===== src/rtl/mer_pkg.sv =====
// ----------------------------------------------------------------------------
// mer_pkg
// Shared types and constants of the midpoint ellipse rasterizer.
// ----------------------------------------------------------------------------
package mer_pkg;

    typedef enum logic {
        CMD_START = 1'b0,
        CMD_STEP  = 1'b1
    } t_cmd;

    localparam int COLOR_W = 4;

    // control part of one point job handed from the core to the emitter
    typedef struct packed {
        logic               idle;
        logic               done;
        logic [COLOR_W-1:0] col;
    } t_job_ctl;

    localparam logic [COLOR_W-1:0] COLOR_FIRST = 4'd1;
    localparam logic [COLOR_W:0]   COLOR_LIMIT = 5'd15;
    localparam logic [1:0]         PIX_LAST    = 2'd3;

endpackage


===== src/rtl/midpoint_ellipse_rasterizer.sv =====
// Step item: queued, loaded into the emitter, sent from its output register,
//   one pixel per cycle while the receiver is ready; the one-pixel port sets
//   step rate. Start item: no result; holds the walker in S1-S4 on the shared
//   multiplier, plus R0-R5 if a radius is zero; region 2 entry adds R0-R5.
// Reset: synchronous, active low; clears control state only, no clearing pass.
// ----------------------------------------------------------------------------
// midpoint_ellipse_rasterizer
// Midpoint ellipse rasterizer: input queue, walker core and pixel emitter.
// ----------------------------------------------------------------------------
module midpoint_ellipse_rasterizer #(
    parameter int COORD_BITS  = 11,
    parameter int RADIUS_BITS = 10
) (
    input  logic                          i_clk,
    input  logic                          i_rst_n,
    input  logic                          i_in_valid,
    output logic                          o_in_ready,
    input  logic                          i_kind,
    input  logic [COORD_BITS-1:0]         i_center_x,
    input  logic [COORD_BITS-1:0]         i_center_y,
    input  logic [RADIUS_BITS-1:0]        i_radius_x,
    input  logic [RADIUS_BITS-1:0]        i_radius_y,
    output logic                          o_out_valid,
    input  logic                          i_out_ready,
    output logic signed [COORD_BITS+1:0]  o_pixel_x,
    output logic signed [COORD_BITS+1:0]  o_pixel_y,
    output logic [mer_pkg::COLOR_W-1:0]   o_pixel_color,
    output logic                          o_last_of_point,
    output logic                          o_drawing_done,
    output logic                          o_idle_reply
);
    import mer_pkg::*;

    logic                          cmd_valid;
    logic                          pop;
    t_cmd                          cmd;
    logic [COORD_BITS-1:0]         q_cx, q_cy, j_cx, j_cy;
    logic [RADIUS_BITS-1:0]        q_rx, q_ry;
    logic                          emit_free;
    logic                          load;
    t_job_ctl                      ctl;
    logic [RADIUS_BITS:0]          j_x;
    logic signed [RADIUS_BITS+1:0] j_y;

    mer_front #(.COORD_BITS(COORD_BITS), .RADIUS_BITS(RADIUS_BITS)) u_front (
        .i_clk       (i_clk),
        .i_rst_n     (i_rst_n),
        .i_in_valid  (i_in_valid),
        .o_in_ready  (o_in_ready),
        .i_kind      (i_kind),
        .i_center_x  (i_center_x),
        .i_center_y  (i_center_y),
        .i_radius_x  (i_radius_x),
        .i_radius_y  (i_radius_y),
        .o_cmd_valid (cmd_valid),
        .i_pop       (pop),
        .o_cmd       (cmd),
        .o_cx        (q_cx),
        .o_cy        (q_cy),
        .o_rx        (q_rx),
        .o_ry        (q_ry)
    );

    mer_core #(.COORD_BITS(COORD_BITS), .RADIUS_BITS(RADIUS_BITS)) u_core (
        .i_clk       (i_clk),
        .i_rst_n     (i_rst_n),
        .i_cmd_valid (cmd_valid),
        .o_pop       (pop),
        .i_cmd       (cmd),
        .i_cx        (q_cx),
        .i_cy        (q_cy),
        .i_rx        (q_rx),
        .i_ry        (q_ry),
        .i_emit_free (emit_free),
        .o_load      (load),
        .o_ctl       (ctl),
        .o_cx        (j_cx),
        .o_cy        (j_cy),
        .o_x         (j_x),
        .o_y         (j_y)
    );

    mer_emit #(.COORD_BITS(COORD_BITS), .RADIUS_BITS(RADIUS_BITS)) u_emit (
        .i_clk           (i_clk),
        .i_rst_n         (i_rst_n),
        .i_load          (load),
        .i_ctl           (ctl),
        .i_cx            (j_cx),
        .i_cy            (j_cy),
        .i_x             (j_x),
        .i_y             (j_y),
        .o_free          (emit_free),
        .o_out_valid     (o_out_valid),
        .i_out_ready     (i_out_ready),
        .o_pixel_x       (o_pixel_x),
        .o_pixel_y       (o_pixel_y),
        .o_pixel_color   (o_pixel_color),
        .o_last_of_point (o_last_of_point),
        .o_drawing_done  (o_drawing_done),
        .o_idle_reply    (o_idle_reply)
    );

endmodule


===== src/rtl/mer_front.sv =====
// ----------------------------------------------------------------------------
// mer_front
// Input side: accepts items, classifies them and holds them in a
// two-entry queue until the core takes them.
// ----------------------------------------------------------------------------
module mer_front #(
    parameter int COORD_BITS  = 11,
    parameter int RADIUS_BITS = 10
) (
    input  logic                   i_clk,
    input  logic                   i_rst_n,
    input  logic                   i_in_valid,
    output logic                   o_in_ready,
    input  logic                   i_kind,
    input  logic [COORD_BITS-1:0]  i_center_x,
    input  logic [COORD_BITS-1:0]  i_center_y,
    input  logic [RADIUS_BITS-1:0] i_radius_x,
    input  logic [RADIUS_BITS-1:0] i_radius_y,
    output logic                   o_cmd_valid,
    input  logic                   i_pop,
    output mer_pkg::t_cmd          o_cmd,
    output logic [COORD_BITS-1:0]  o_cx,
    output logic [COORD_BITS-1:0]  o_cy,
    output logic [RADIUS_BITS-1:0] o_rx,
    output logic [RADIUS_BITS-1:0] o_ry
);
    import mer_pkg::*;

    localparam int ENT_W = 1 + 2 * COORD_BITS + 2 * RADIUS_BITS;

    logic [ENT_W-1:0] r_ent [2];
    logic [1:0]       r_cnt;
    logic             r_wp;
    logic             r_rp;
    logic             push;
    logic [ENT_W-1:0] head;

    assign o_in_ready  = (r_cnt != 2'd2);
    assign push        = i_in_valid && o_in_ready;
    assign o_cmd_valid = (r_cnt != 2'd0);
    assign head        = r_ent[r_rp];

    assign o_cmd = head[ENT_W-1] ? CMD_STEP : CMD_START;
    assign o_cx  = head[ENT_W-2 -: COORD_BITS];
    assign o_cy  = head[ENT_W-2-COORD_BITS -: COORD_BITS];
    assign o_rx  = head[2*RADIUS_BITS-1 -: RADIUS_BITS];
    assign o_ry  = head[RADIUS_BITS-1:0];

    always_ff @(posedge i_clk) begin
        if (push) begin
            r_ent[r_wp] <= {i_kind, i_center_x, i_center_y, i_radius_x, i_radius_y};
        end
    end

    always_ff @(posedge i_clk) begin
        if (!i_rst_n) begin
            r_cnt <= 2'd0;
            r_wp  <= 1'b0;
            r_rp  <= 1'b0;
        end else begin
            if (push) begin
                r_wp <= ~r_wp;
            end
            if (i_pop) begin
                r_rp <= ~r_rp;
            end
            if (push && !i_pop) begin
                r_cnt <= r_cnt + 2'd1;
            end else if (!push && i_pop) begin
                r_cnt <= r_cnt - 2'd1;
            end
        end
    end

endmodule


===== src/rtl/mer_emit.sv =====
// ----------------------------------------------------------------------------
// mer_emit
// Output side: expands one point job into its four symmetric pixels
// (or one idle reply) through a registered output stage.
// ----------------------------------------------------------------------------
module mer_emit #(
    parameter int COORD_BITS  = 11,
    parameter int RADIUS_BITS = 10
) (
    input  logic                          i_clk,
    input  logic                          i_rst_n,
    input  logic                          i_load,
    input  mer_pkg::t_job_ctl             i_ctl,
    input  logic [COORD_BITS-1:0]         i_cx,
    input  logic [COORD_BITS-1:0]         i_cy,
    input  logic [RADIUS_BITS:0]          i_x,
    input  logic signed [RADIUS_BITS+1:0] i_y,
    output logic                          o_free,
    output logic                          o_out_valid,
    input  logic                          i_out_ready,
    output logic signed [COORD_BITS+1:0]  o_pixel_x,
    output logic signed [COORD_BITS+1:0]  o_pixel_y,
    output logic [mer_pkg::COLOR_W-1:0]   o_pixel_color,
    output logic                          o_last_of_point,
    output logic                          o_drawing_done,
    output logic                          o_idle_reply
);
    import mer_pkg::*;

    localparam int PIX_W = COORD_BITS + 2;
    localparam int X_W   = RADIUS_BITS + 1;
    localparam int Y_W   = RADIUS_BITS + 2;
    localparam int PW    = COORD_BITS + RADIUS_BITS + 3;

    logic                  r_busy;
    logic [1:0]            r_idx;
    t_job_ctl              r_ctl;
    logic [COORD_BITS-1:0] r_cx;
    logic [COORD_BITS-1:0] r_cy;
    logic [X_W-1:0]        r_x;
    logic signed [Y_W-1:0] r_y;

    logic signed [PW-1:0] cx_w, cy_w, x_w, y_w, px_w, py_w;
    logic                 take;
    logic                 last;

    assign take   = r_busy && (!o_out_valid || i_out_ready);
    assign last   = r_ctl.idle || (r_idx == PIX_LAST);
    assign o_free = !r_busy || (take && last);

    assign cx_w = {{(PW-COORD_BITS){1'b0}}, r_cx};
    assign cy_w = {{(PW-COORD_BITS){1'b0}}, r_cy};
    assign x_w  = {{(PW-X_W){1'b0}}, r_x};
    assign y_w  = {{(PW-Y_W){r_y[Y_W-1]}}, r_y};
    // pixel order: +x+y, -x+y, +x-y, -x-y
    assign px_w = r_idx[0] ? (cx_w - x_w) : (cx_w + x_w);
    assign py_w = r_idx[1] ? (cy_w - y_w) : (cy_w + y_w);

    always_ff @(posedge i_clk) begin
        if (i_load) begin
            r_ctl <= i_ctl;
            r_cx  <= i_cx;
            r_cy  <= i_cy;
            r_x   <= i_x;
            r_y   <= i_y;
        end
        if (take) begin
            if (r_ctl.idle) begin
                o_pixel_x       <= '0;
                o_pixel_y       <= '0;
                o_pixel_color   <= '0;
                o_last_of_point <= 1'b0;
                o_drawing_done  <= 1'b0;
            end else begin
                o_pixel_x       <= px_w[PIX_W-1:0];
                o_pixel_y       <= py_w[PIX_W-1:0];
                o_pixel_color   <= r_ctl.col;
                o_last_of_point <= (r_idx == PIX_LAST);
                o_drawing_done  <= r_ctl.done;
            end
            o_idle_reply <= r_ctl.idle;
        end
    end

    always_ff @(posedge i_clk) begin
        if (!i_rst_n) begin
            r_busy      <= 1'b0;
            r_idx       <= 2'd0;
            o_out_valid <= 1'b0;
        end else begin
            if (i_load) begin
                r_busy <= 1'b1;
                r_idx  <= 2'd0;
            end else if (take) begin
                r_idx <= r_idx + 2'd1;
                if (last) begin
                    r_busy <= 1'b0;
                end
            end
            if (take) begin
                o_out_valid <= 1'b1;
            end else if (i_out_ready) begin
                o_out_valid <= 1'b0;
            end
        end
    end

endmodule


===== src/rtl/mer_core.sv =====
// ----------------------------------------------------------------------------
// mer_core
// Ellipse walker: takes commands from the queue, sets up the decision
// terms with one shared multiplier, advances the point and hands point
// jobs to the emitter.
// ----------------------------------------------------------------------------
module mer_core #(
    parameter int COORD_BITS  = 11,
    parameter int RADIUS_BITS = 10
) (
    input  logic                          i_clk,
    input  logic                          i_rst_n,
    input  logic                          i_cmd_valid,
    output logic                          o_pop,
    input  mer_pkg::t_cmd                 i_cmd,
    input  logic [COORD_BITS-1:0]         i_cx,
    input  logic [COORD_BITS-1:0]         i_cy,
    input  logic [RADIUS_BITS-1:0]        i_rx,
    input  logic [RADIUS_BITS-1:0]        i_ry,
    input  logic                          i_emit_free,
    output logic                          o_load,
    output mer_pkg::t_job_ctl             o_ctl,
    output logic [COORD_BITS-1:0]         o_cx,
    output logic [COORD_BITS-1:0]         o_cy,
    output logic [RADIUS_BITS:0]          o_x,
    output logic signed [RADIUS_BITS+1:0] o_y
);
    import mer_pkg::*;

    localparam int RB     = RADIUS_BITS;
    localparam int X_W    = RB + 1;
    localparam int Y_W    = RB + 2;
    localparam int SQ_W   = 2 * RB;
    localparam int SL_W   = 3 * RB + 3;
    localparam int DEC_W  = 4 * RB + 8;
    localparam int MUL_W  = 2 * RB + 4;
    localparam int PROD_W = 2 * MUL_W;

    typedef enum logic [3:0] {
        ST_IDLE, ST_S1, ST_S2, ST_S3, ST_S4,
        ST_R0, ST_R1, ST_R2, ST_R3, ST_R4, ST_R5
    } t_state;

    t_state                  r_state;
    logic                    r_active;
    logic                    r_reg2;
    logic [X_W-1:0]          r_x;
    logic signed [Y_W-1:0]   r_y;
    logic signed [SL_W-1:0]  r_sdx;
    logic signed [SL_W-1:0]  r_sdy;
    logic signed [DEC_W-1:0] r_dec;
    logic signed [DEC_W-1:0] r_acc;
    logic [COLOR_W-1:0]      r_col;
    logic [COORD_BITS-1:0]   r_cx;
    logic [COORD_BITS-1:0]   r_cy;
    logic [RB-1:0]           r_rx;
    logic [RB-1:0]           r_ry;
    logic [SQ_W-1:0]         r_rx2;
    logic [SQ_W-1:0]         r_ry2;
    logic [PROD_W-1:0]       r_prod;

    logic [MUL_W-1:0]        mul_a, mul_b;
    logic signed [SL_W-1:0]  rx2_sl, ry2_sl;
    logic signed [DEC_W-1:0] rx2_d, ry2_d, sdx_d, sdy_d, prod4_d;
    logic [X_W-1:0]          n_x;
    logic signed [Y_W-1:0]   n_y;
    logic signed [SL_W-1:0]  n_sdx, n_sdy;
    logic signed [DEC_W-1:0] n_dec;
    logic [COLOR_W:0]        col_inc;
    logic [COLOR_W-1:0]      n_col;
    logic                    sw_reg2;
    logic                    n_done;
    logic                    take_step;
    logic [Y_W-1:0]          y_m1;
    logic [Y_W-1:0]          b_abs;

    assign rx2_sl  = {{(SL_W-SQ_W){1'b0}}, r_rx2};
    assign ry2_sl  = {{(SL_W-SQ_W){1'b0}}, r_ry2};
    assign rx2_d   = {{(DEC_W-SQ_W){1'b0}}, r_rx2};
    assign ry2_d   = {{(DEC_W-SQ_W){1'b0}}, r_ry2};
    assign prod4_d = {r_prod[DEC_W-3:0], 2'b00};

    assign col_inc = {1'b0, r_col} + {{COLOR_W{1'b0}}, 1'b1};
    assign n_col   = (col_inc >= COLOR_LIMIT) ? COLOR_FIRST : col_inc[COLOR_W-1:0];

    // one step of the midpoint walk (decision kept scaled by 4)
    always_comb begin
        n_x   = r_x;
        n_y   = r_y;
        n_sdx = r_sdx;
        n_sdy = r_sdy;
        if (!r_reg2) begin
            n_x   = r_x + {{(X_W-1){1'b0}}, 1'b1};
            n_sdx = r_sdx + (ry2_sl <<< 1);
            if (!r_dec[DEC_W-1]) begin
                n_y   = r_y - {{(Y_W-1){1'b0}}, 1'b1};
                n_sdy = r_sdy - (rx2_sl <<< 1);
            end
        end else begin
            n_y   = r_y - {{(Y_W-1){1'b0}}, 1'b1};
            n_sdy = r_sdy - (rx2_sl <<< 1);
            if (r_dec[DEC_W-1] || r_dec == '0) begin
                n_x   = r_x + {{(X_W-1){1'b0}}, 1'b1};
                n_sdx = r_sdx + (ry2_sl <<< 1);
            end
        end
    end

    assign sdx_d = {{(DEC_W-SL_W){n_sdx[SL_W-1]}}, n_sdx};
    assign sdy_d = {{(DEC_W-SL_W){n_sdy[SL_W-1]}}, n_sdy};

    always_comb begin
        if (!r_reg2) begin
            if (r_dec[DEC_W-1]) begin
                n_dec = r_dec + ((sdx_d + ry2_d) <<< 2);
            end else begin
                n_dec = r_dec + ((sdx_d - sdy_d + ry2_d) <<< 2);
            end
        end else begin
            if (!r_dec[DEC_W-1] && r_dec != '0) begin
                n_dec = r_dec + ((rx2_d - sdy_d) <<< 2);
            end else begin
                n_dec = r_dec + ((sdx_d - sdy_d + rx2_d) <<< 2);
            end
        end
    end

    assign sw_reg2 = !r_reg2 && !(n_sdx < n_sdy);
    assign n_done  = (r_reg2 || sw_reg2) && n_y[Y_W-1];

    // |y - 1| for the region 2 set-up; y is never negative there
    assign y_m1  = r_y - {{(Y_W-1){1'b0}}, 1'b1};
    assign b_abs = (r_y == '0) ? {{(Y_W-1){1'b0}}, 1'b1} : y_m1;

    always_comb begin
        unique case (r_state)
            ST_S1: begin
                mul_a = {{(MUL_W-RB){1'b0}}, r_rx};
                mul_b = {{(MUL_W-RB){1'b0}}, r_rx};
            end
            ST_S2: begin
                mul_a = {{(MUL_W-RB){1'b0}}, r_ry};
                mul_b = {{(MUL_W-RB){1'b0}}, r_ry};
            end
            ST_S3: begin
                mul_a = {{(MUL_W-SQ_W){1'b0}}, r_rx2};
                mul_b = {{(MUL_W-RB){1'b0}}, r_ry};
            end
            ST_R0: begin
                mul_a = {{(MUL_W-X_W-1){1'b0}}, r_x, 1'b1};
                mul_b = {{(MUL_W-X_W-1){1'b0}}, r_x, 1'b1};
            end
            ST_R1: begin
                mul_a = r_prod[MUL_W-1:0];
                mul_b = {{(MUL_W-SQ_W){1'b0}}, r_ry2};
            end
            ST_R2: begin
                mul_a = {{(MUL_W-Y_W){1'b0}}, b_abs};
                mul_b = {{(MUL_W-Y_W){1'b0}}, b_abs};
            end
            ST_R3: begin
                mul_a = r_prod[MUL_W-1:0];
                mul_b = {{(MUL_W-SQ_W){1'b0}}, r_rx2};
            end
            ST_R4: begin
                mul_a = {{(MUL_W-SQ_W){1'b0}}, r_rx2};
                mul_b = {{(MUL_W-SQ_W){1'b0}}, r_ry2};
            end
            default: begin
                mul_a = '0;
                mul_b = '0;
            end
        endcase
    end

    assign take_step = (r_state == ST_IDLE) && i_cmd_valid && (i_cmd == CMD_STEP)
                       && i_emit_free;
    assign o_pop     = ((r_state == ST_IDLE) && i_cmd_valid && (i_cmd == CMD_START))
                       || take_step;
    assign o_load    = take_step;
    assign o_ctl     = '{idle: !r_active, done: n_done, col: n_col};
    assign o_cx      = r_cx;
    assign o_cy      = r_cy;
    assign o_x       = r_x;
    assign o_y       = r_y;

    always_ff @(posedge i_clk) begin
        r_prod <= {{MUL_W{1'b0}}, mul_a} * {{MUL_W{1'b0}}, mul_b};
        if (!i_rst_n) begin
            r_state  <= ST_IDLE;
            r_active <= 1'b0;
            r_reg2   <= 1'b0;
            r_col    <= COLOR_FIRST;
        end else begin
            unique case (r_state)
                ST_IDLE: begin
                    if (o_pop && i_cmd == CMD_START) begin
                        r_cx     <= i_cx;
                        r_cy     <= i_cy;
                        r_rx     <= i_rx;
                        r_ry     <= i_ry;
                        r_x      <= '0;
                        r_y      <= {2'b00, i_ry};
                        r_sdx    <= '0;
                        r_col    <= COLOR_FIRST;
                        r_reg2   <= 1'b0;
                        r_active <= 1'b1;
                        r_state  <= ST_S1;
                    end else if (take_step && r_active) begin
                        r_col <= n_col;
                        r_x   <= n_x;
                        r_y   <= n_y;
                        r_sdx <= n_sdx;
                        r_sdy <= n_sdy;
                        r_dec <= n_dec;
                        if (n_done) begin
                            r_active <= 1'b0;
                        end else if (sw_reg2) begin
                            r_state <= ST_R0;
                        end
                    end
                end
                ST_S1: r_state <= ST_S2;
                ST_S2: begin
                    r_rx2   <= r_prod[SQ_W-1:0];
                    r_state <= ST_S3;
                end
                ST_S3: begin
                    r_ry2   <= r_prod[SQ_W-1:0];
                    r_state <= ST_S4;
                end
                ST_S4: begin
                    // slope_dy = 2 rx^2 ry ; decision = 4 ry^2 - 4 rx^2 ry + rx^2
                    r_sdy   <= {r_prod[SL_W-2:0], 1'b0};
                    r_dec   <= (ry2_d <<< 2) - prod4_d + rx2_d;
                    r_state <= (r_prod[SL_W-1:0] == '0) ? ST_R0 : ST_IDLE;
                end
                ST_R0: r_state <= ST_R1;
                ST_R1: r_state <= ST_R2;
                ST_R2: begin
                    r_acc   <= r_prod[DEC_W-1:0];
                    r_state <= ST_R3;
                end
                ST_R3: r_state <= ST_R4;
                ST_R4: begin
                    r_acc   <= r_acc + prod4_d;
                    r_state <= ST_R5;
                end
                ST_R5: begin
                    r_dec   <= r_acc - prod4_d;
                    r_reg2  <= 1'b1;
                    r_state <= ST_IDLE;
                end
                default: r_state <= ST_IDLE;
            endcase
        end
    end

endmodule


===== config.mk =====
export PLATFORM = sky130hd
export DESIGN_NAME = midpoint_ellipse_rasterizer
export DESIGN_NICKNAME = d
export VERILOG_FILES = /design/src/rtl/mer_pkg.sv /design/src/rtl/midpoint_ellipse_rasterizer.sv /design/src/rtl/mer_front.sv /design/src/rtl/mer_emit.sv /design/src/rtl/mer_core.sv
export SDC_FILE = /design/constraint.sdc
export NUM_CORES = 2
export LEC_CHECK = 0
export BUFFER_PORTS_ARGS = -buffer_cell sky130_fd_sc_hd__buf_2
export CORE_MARGIN = 3
export CORE_UTILIZATION = 30
export DETAILED_ROUTE_END_ITERATION = 16
export GPL_TIMING_DRIVEN = 0
export PLACE_DENSITY = 0.5
export SYNTH_ARGS = -nofsm -noshare
export SYNTH_HDL_FRONTEND = slang
export SYNTH_SLANG_ARGS = --single-unit

===== constraint.sdc =====
create_clock -name i_clk -period 10.15 [get_ports i_clk]
set_input_delay 0.5075 -clock i_clk [delete_from_list [all_inputs] [get_ports i_clk]]
set_output_delay 0.5075 -clock i_clk [all_outputs]
set_load 0.005 [all_outputs]

**Yosys cells after proc, flatten, opt, wreduce, memory -nomap -nowiden**

Memories as Yosys holds them, arrays and structs flattened. A register that Yosys moved wholly into a read port is not among the register bits.
Cells that the tools add are included.

- $lt $le $gt $ge: 2
- Shift-type cells: 0
- Multipliers: 1
- Divide/modulo/power cells: 0
- Equality and inequality tests: 20
- Mux-type cells: 53
- Bitwise operators: 4
- $add $sub $neg: 25
- Reduce and logical (&&, ||, !) cells: 63

Operator list:

| operator | number |
|---|---|
| 48-bit adder | 5 |
| 48-bit two-way mux | 5 |
| 33-bit two-way mux | 7 |
| 24-bit case mux with 6 select lines | 1 |
| 48-bit case mux with 3 select lines | 1 |
| 20-bit case mux with 6 select lines | 1 |
| 48-bit case mux with 2 select lines | 1 |
| 46-bit by 21-bit adder with 46-bit output | 2 |
| 33-bit case mux with 2 select lines | 1 |
| 48-bit by 21-bit adder with 48-bit output | 1 |
| 48-bit zero test | 1 |
| 12-bit two-way mux | 4 |
| 48-bit nonzero test | 1 |
| 23-bit by 48-bit subtractor with 48-bit output | 1 |
| 48-bit subtractor | 1 |
| 24-bit by 20-bit multiplier with 44-bit output | 1 |
| 4-bit case mux with 10 select lines | 1 |
| 33-bit by 21-bit adder with 34-bit output | 1 |
| 21-bit by 33-bit subtractor with 34-bit output | 1 |
| 33-bit by 33-bit subtractor with 34-bit output | 1 |
| 33-bit by 22-bit adder with 33-bit output | 1 |
| 33-bit zero test | 1 |
| 33-bit less-than comparator | 1 |
| 11-bit two-way mux | 3 |
| other kinds (38) | 124 |

- RAM bits: 86
- Bits in latches: 0
- Memories: 1
- Logic and storage cells: 207
- Input port bits: 47
- Memory bits (read-only): 0
- Bits in registers: 417

Memories:

| memory | words | bits a word | read ports | clocked after memory_dff | wr ports | line | source |
|---|---|---|---|---|---|---|---|
| u_front.r_ent | 2 | 43 | 1 | 1 | 1 | mer_front.sv:31 | `logic [ENT_W-1:0] r_ent [2];` |

**Depth between registers and ports, before layout**

- Depth after elaboration: 13
- Mapped depth: 49
- Mapped depth without buffers: 48

**Modules after synthesis**

A second synthesis with hierarchy kept.

- Cell total of the unflattened synthesis: 6,122
- Area, all modules: 54,826.3 sq um

Modules (own cells, without submodules):

| module | instances | cells each | area an instance (sq um) |
|---|---|---|---|
| mer_core | 1 | 5,579 | 46,841.2 |
| mer_emit | 1 | 385 | 4,642.0 |
| mer_front | 1 | 158 | 3,343.2 |

**Least setup slack after synthesis**

Ideal clock, no wire load.

- Kind: register to register
- From: reg u_core.r_dec[47]
- To: reg u_core.r_dec[47] (data pin)
- Required time: 9.885 ns
- Arrival: 9.084 ns
- Library setup time: 0.265 ns
- Period minus slack after synthesis: 9.349 ns
- Stages on the path, launching flop included: 42
- Slack: 0.801 ns
- Cell sequence: edfxtp_1 > buf_6 > nor4_4 > nand4_2 > o311ai_4 > clkbuf_1 > clkbuf_1 > mux2i_1 > ha_1 > fa_1 > nand2b_1 > a21oi_1 > o21a_1 > o21a_1 > nor2_1 > xnor2_1 > ha_1 > and2_1 > (+6 left out) > nor2_1 > xor2_1 > a21oi_1 > mux2i_1 > ha_1 > a21oi_1 > o21ai_0 > nor3_1 > a31oi_1 > a31oi_1 > o211ai_1 > a31oi_1 > nor2b_1 > o21a_1 > o41ai_1 > nor3_1 > mux2_1 > or3_1

- Longest elaborated chain between the ends: 12
- Elaborated cells on any way between the ends: 24
- Classes of those cells: add/sub (9); mux (10); reduce/logical (5)

RTL lines:

| item | line | source |
|---|---|---|
| start: declaration | mer_core.sv:51 | `logic signed [DEC_W-1:0] r_dec;` |
| start signal: assignment | mer_core.sv:215 | `r_dec <= n_dec;` |
| start signal: assignment | mer_core.sv:235 | `r_dec <= (ry2_d <<< 2) - prod4_d + rx2_d;` |
| start signal: assignment | mer_core.sv:250 | `r_dec <= r_acc - prod4_d;` |
| 48-bit zero test | mer_core.sv:102 | `if (r_dec[DEC_W-1] \|\| r_dec == '0) begin` |
| 1-bit logical OR | mer_core.sv:102 |  |
| 33-bit two-way mux | mer_core.sv:102 |  |
| 33-bit two-way mux | mer_core.sv:92 | `if (!r_reg2) begin` |
| 33-bit by 33-bit subtractor with 34-bit output | mer_core.sv:117, mer_core.sv:123 |  |
| 46-bit by 21-bit adder with 46-bit output (on tied branches) | mer_core.sv:117, mer_core.sv:123 |  |
| 48-bit adder (on tied branches) | mer_core.sv:117, mer_core.sv:123 |  |
| 48-bit two-way mux (on tied branches) | mer_core.sv:114, mer_core.sv:120 |  |
| 48-bit two-way mux (*) | mer_core.sv:113 | `if (!r_reg2) begin` |
| 48-bit two-way mux (*) | mer_core.sv:209 | `end else if (take_step && r_active) begin` |
| 48-bit two-way mux (*) | mer_core.sv:197 | `if (o_pop && i_cmd == CMD_START) begin` |
| 48-bit case mux with 3 select lines (*) | mer_core.sv:195 | `unique case (r_state)` |

Every way passes the cells marked *; elsewhere a longest branch is shown, timed or not. The select of a mux whose other input is x is not followed.
A chain may end at the register's enable or synchronous reset.

**Final worst setup path**

- From: reg u_core.r_dec[31]
- To: reg u_core.r_dec[47] (data pin)

- Longest elaborated chain between the ends: 12
- Elaborated cells on any way between the ends: 20
- Classes of those cells: add/sub (8); mux (8); reduce/logical (4)

RTL lines:

| item | line | source |
|---|---|---|
| 48-bit zero test (*) | mer_core.sv:102 |  |
| 1-bit logical OR (*) | mer_core.sv:102 |  |
| 33-bit two-way mux (*) | mer_core.sv:102 |  |
| 33-bit two-way mux (*) | mer_core.sv:92 |  |
| net u_core.n_sdx[4] | mer_core.sv:67 | `logic signed [SL_W-1:0] n_sdx, n_sdy;` |
| 33-bit by 33-bit subtractor with 34-bit output | mer_core.sv:117, mer_core.sv:123 |  |
| 46-bit by 21-bit adder with 46-bit output (on tied branches) | mer_core.sv:117, mer_core.sv:123 |  |
| 48-bit adder (on tied branches) | mer_core.sv:117, mer_core.sv:123 |  |
| 48-bit two-way mux (on tied branches) | mer_core.sv:114, mer_core.sv:120 |  |
| 48-bit two-way mux (*) | mer_core.sv:113 |  |
| 48-bit two-way mux (*) | mer_core.sv:209 |  |
| 48-bit two-way mux (*) | mer_core.sv:197 |  |
| 48-bit case mux with 3 select lines (*) | mer_core.sv:195 |  |

Mark *: on every way through the listed nets, which the timed path passes. The rest lies on a longest branch. The select of a mux whose other input is x is not followed.

==> run_results.csv <==
group,metric,value,unit
status,status,"finished clean",
power,seq_power_share,17.6,%
placement,cell_count_after_placement,8566,
floorplanning,die-height,433,um
drt,finalWirelength,186000,um
yosys,synthesis.nets,7080,
timing,finalWorstPathRequiredPeriod,9.78,ns
power,peak_ir_drop_on_the_vdd_network,194,uV
worst_setup_path,endpoint_kind,"flip-flop",
clock_tree,cts-root-to-sink-buffers,3,
timing,post-route-worst-setup-slack,0.366,ns
floorplanning,fp.dieArea,187000,um2
drt,wire_per_inst,21.3,um
worst_setup_path,required,10.52,ns
drt,firstDrtPassIters,8,
timing,clock.fmax,102,MHz
worst_setup_path,worstSetupPathType,"flip-flop to flip-flop",
yosys,async_flop_share,0,%
timing,slew_viol_final,0,
global_route,grt_start_max_net_pins,35,
yosys,post_synth_main_area_contributors,"sky130_fd_sc_hd__edfxtp_1 24%, sky130_fd_sc_hd__fa_1 16%, sky130_fd_sc_hd__ha_1 11%, sky130_fd_sc_hd__inv_1 5.1%, sky130_fd_sc_hd__xnor2_1 4.9%",
power,combinationalPowerShare,70.8,%
clock_tree,clk_transition_reported_paths,0.06,ns
clock_tree,cts_made_buffers,61,
power,p_sw_share,48.5,%
power,clockPowerShare,11.6,%
power,cellLeakagePower,0.0262,uW
yosys,cell_with_the_most_instances_after_synthesis,"sky130_fd_sc_hd__inv_1",
timing,holdWs,0.0415,ns
global_route,grt.total_usage,19.6,%
yosys,sequential_to_total_area_share_from_yosys_stat,26.2,%
global_route,gr-total-overflow,0,
placement,postPlaceCellArea,58300,um2
worst_setup_path,worst_setup_path_start_kind,"flip-flop",
yosys,yosys_synthesis_warning_count,0,
drt,antenna_left,0,
yosys,mappedNetlistArea,54600,um2
worst_hold_path,hold_class,"input pin to flip-flop",
worst_setup_path,crit_arrival,10.16,ns
yosys,netlist-cell-type-count,105,
floorplanning,core-area,180000,um2
yosys,syn_inst,6111,
global_route,grt_first_pass_wirelength,280000,um
clock_tree,cts_num_sinks,498,
drt,total_via_count_in_the_routed_design,45600,
power,p_sw,9030,uW
placement,gpl.final_weighted_congestion,0.927,
floorplanning,placementRows,155,
worst_setup_path,cp_slowest_stage_delay,0.46,ns
yosys,synth-compound-area-share,16.8,%
yosys,synth_top_flop_cell,"sky130_fd_sc_hd__edfxtp_1",
yosys,synth_fa_ha_area_share,26.9,%
yosys,yosys_register_bits,498,
timing,clock-skew-final,0.0555,ns
timing,share_of_the_cycle_needed_by_the_critical_path_after_routing,96.4,%
power,power-per-cell-area,300,nW/um2
floorplanning,design.portCount,82,
global_route,grt_pass1_vias,45700,
worst_setup_path,critical-path-slowest-cell,"sky130_fd_sc_hd__nor4_1",
yosys,synth-xor-area-share,6.73,%
power,post-layout-total-power,18600,uW
clock_tree,clock-root-buffer,"sky130_fd_sc_hd__clkbuf_16",
worst_setup_path,cp_common_cell,"sky130_fd_sc_hd__o21a_1",
yosys,synth_edf_count,435,
yosys,synthesis.area_per_instance,8.94,um2
final_layout,final_cell_count_without_fillers,8769,
floorplanning,floorplan.initialDensity,30.4,%
drt,drt_iter0_drc,3617,
timing,max_slew_margin,3.54,%
final_layout,syn2layout_area_growth,13.6,%
final_layout,design.final.nets,7331,
placement,port-buffer-count,81,
timing,final-setup-viol-count,0,
clock_tree,tritoncts,"yes",
run,cap_violations,0,
clock_tree,ctsHtreeMaxLevel,2,
final_layout,fillers,18300,
yosys,synthDominantCellAreaShare,23.9,%
power,power.internal,9580,uW
final_layout,final_layout_size_suffix_gt1_share,8.92,%
yosys,netlist.top_cell.by_area,"sky130_fd_sc_hd__edfxtp_1",
worst_setup_path,worst-path-max-fanout,10,
floorplanning,chipWidth,433,um
yosys,synthSimpleGateAreaFrac,15.4,%
clock_tree,worstSkewPairLatency,0.68,ns
drt,viasPerCell,5.20,
drt,drc,0,
timing,worst-slew-pin-transition,1.43,ns
placement,place_ws,-2.88,ns
yosys,muxShareOfSynthArea,1.24,%
final_layout,design_area,62100,um2
placement,detailed_place_hpwl,152000,um
yosys,synth_common_cells,"748 x sky130_fd_sc_hd__inv_1, 650 x sky130_fd_sc_hd__nand2_1, 532 x sky130_fd_sc_hd__nor2_1",
yosys,largest_family_of_logic_cells_by_synthesized_area,"adder cells",
timing,hold_viol_final,0,
global_route,antenna_found_initial,2,
timing repair:
action,in CTS,in global routing
buffers inserted,40,42
endpoints found under the setup margin,47,25
hold buffers,19,0
gates resized for setup,110,185
pin swaps,15,33
hold endpoints to repair,38,0
placed cells by master, fill, tap and decap left out, drive strengths merged, types with 19 or more instances in the layout:
master / instances
inv: 749
nand2: 650
nor2: 535
ha: 499
edfxtp: 435
fa: 423
a21oi: 416
o21ai: 312
xnor2: 307
clkbuf: 272
buf: 197
a21o: 134
xor2: 109
nand3: 96
nand2b: 95
nor3: 95
nor2b: 65
o21bai: 63
dfxtp: 63
and2: 54
o21a: 53
o211ai: 51
a22oi: 48
mux2: 45
nor4: 43
a211oi: 42
and3: 39
nand4: 37
or3: 34
a31oi: 33
clkinv: 30
o31ai: 29
a21boi: 25
o221ai: 24
a222oi: 20
dlygate4sd3: 19
a22o: 19
per-layer routing:
layer	routed length [um]	vias up	global-route usage, %
li1	-	21600	-
met1	86200	22500	27.5
met2	82400	1325	31.1
met3	11700	263	2.78
met4	5980	0	5.72
met5	0	-	0
worst max-delay path, delay by kind of cell, from the launching register on:
family | cells | cell delay, ns
flops | 1 | 0.45
buf+inv | 2 | 0.47
mux | 1 | 0.31
compound gates | 19 | 4.58
xor+xnor | 1 | 0.21
simple gates | 12 | 2.40
fa+ha+maj | 3 | 1.06
power by group through the flow:
stage	Combinational (uW)	Sequential, uW	Clock, uW
6_report	13200	3280	2150
5_1_grt	14500	3310	2280
3_3_place_gp	11800	3320	0
2_1_floorplan	8990	3150	0
3_5_place_dp	11900	3300	0
4_1_cts	12300	3270	2210
logic make-up (layout without fill, tap and decap cells):
family,Yosys count,count (layout)
compound gates,1413,1413
simple gates,1822,1822
other cells,0,1
buf+inv,978,1280
xor+xnor,416,416
flops,498,498
fa+ha+maj,922,922
mux,62,62
state kept, by name, summed over array words and instances, names as in the netlist, 12 cells and up, named ones only:
signal and cells:
u_core.o_y 12, u_core.r_acc 48, u_core.r_dec 48, u_core.r_prod 44, u_core.r_rx2 20, u_core.r_ry2 20
u_core.r_sdx 32, u_core.r_sdy 32, u_emit.o_pixel_x 13, u_emit.o_pixel_y 13, u_emit.r_y 12, u_front.r_ent 86
through the flow:
| step | utilization (%) | setup TNS [ns] |
|---|---|---|
| after floorplan | - | 0 |
| after global placement | 32.3 | -162.87 |
| after detailed placement | 32.4 | -41.92 |
| after CTS | 34.0 | -0.0222 |
| after global routing | 34.5 | -0.167 |
| final | 34.5 | 0 |
cell type report:
type                       instances  area (um2)  area share, %
clock inverter                    43         392          0.631
timing repair buffer             202        1540           2.48
buffer                           215         928           1.50
tap                             2355        2950           4.75
multi-input combinational       4635       37500           60.5
antenna                            1        2.50        0.00403
clock buffer                      71        1590           2.55
inverter                         749        2820           4.54
sequential                       498       14300           23.1
final timing paths:
check                         from              endpoint  slack [ns]  cells after the start
hold reg to reg    u_core.o_cx[10]       u_emit.r_cx[10]        0.42                      0
setup reg to reg  u_core.r_dec[31]      u_core.r_dec[47]        0.37                     38
hold / removal       i_center_x[2]  u_front.r_ent[1][33]        0.04                      1
setup / recovery  u_core.r_dec[31]      u_core.r_dec[47]        0.37                     38
Power figures use the tool's default switching activity.
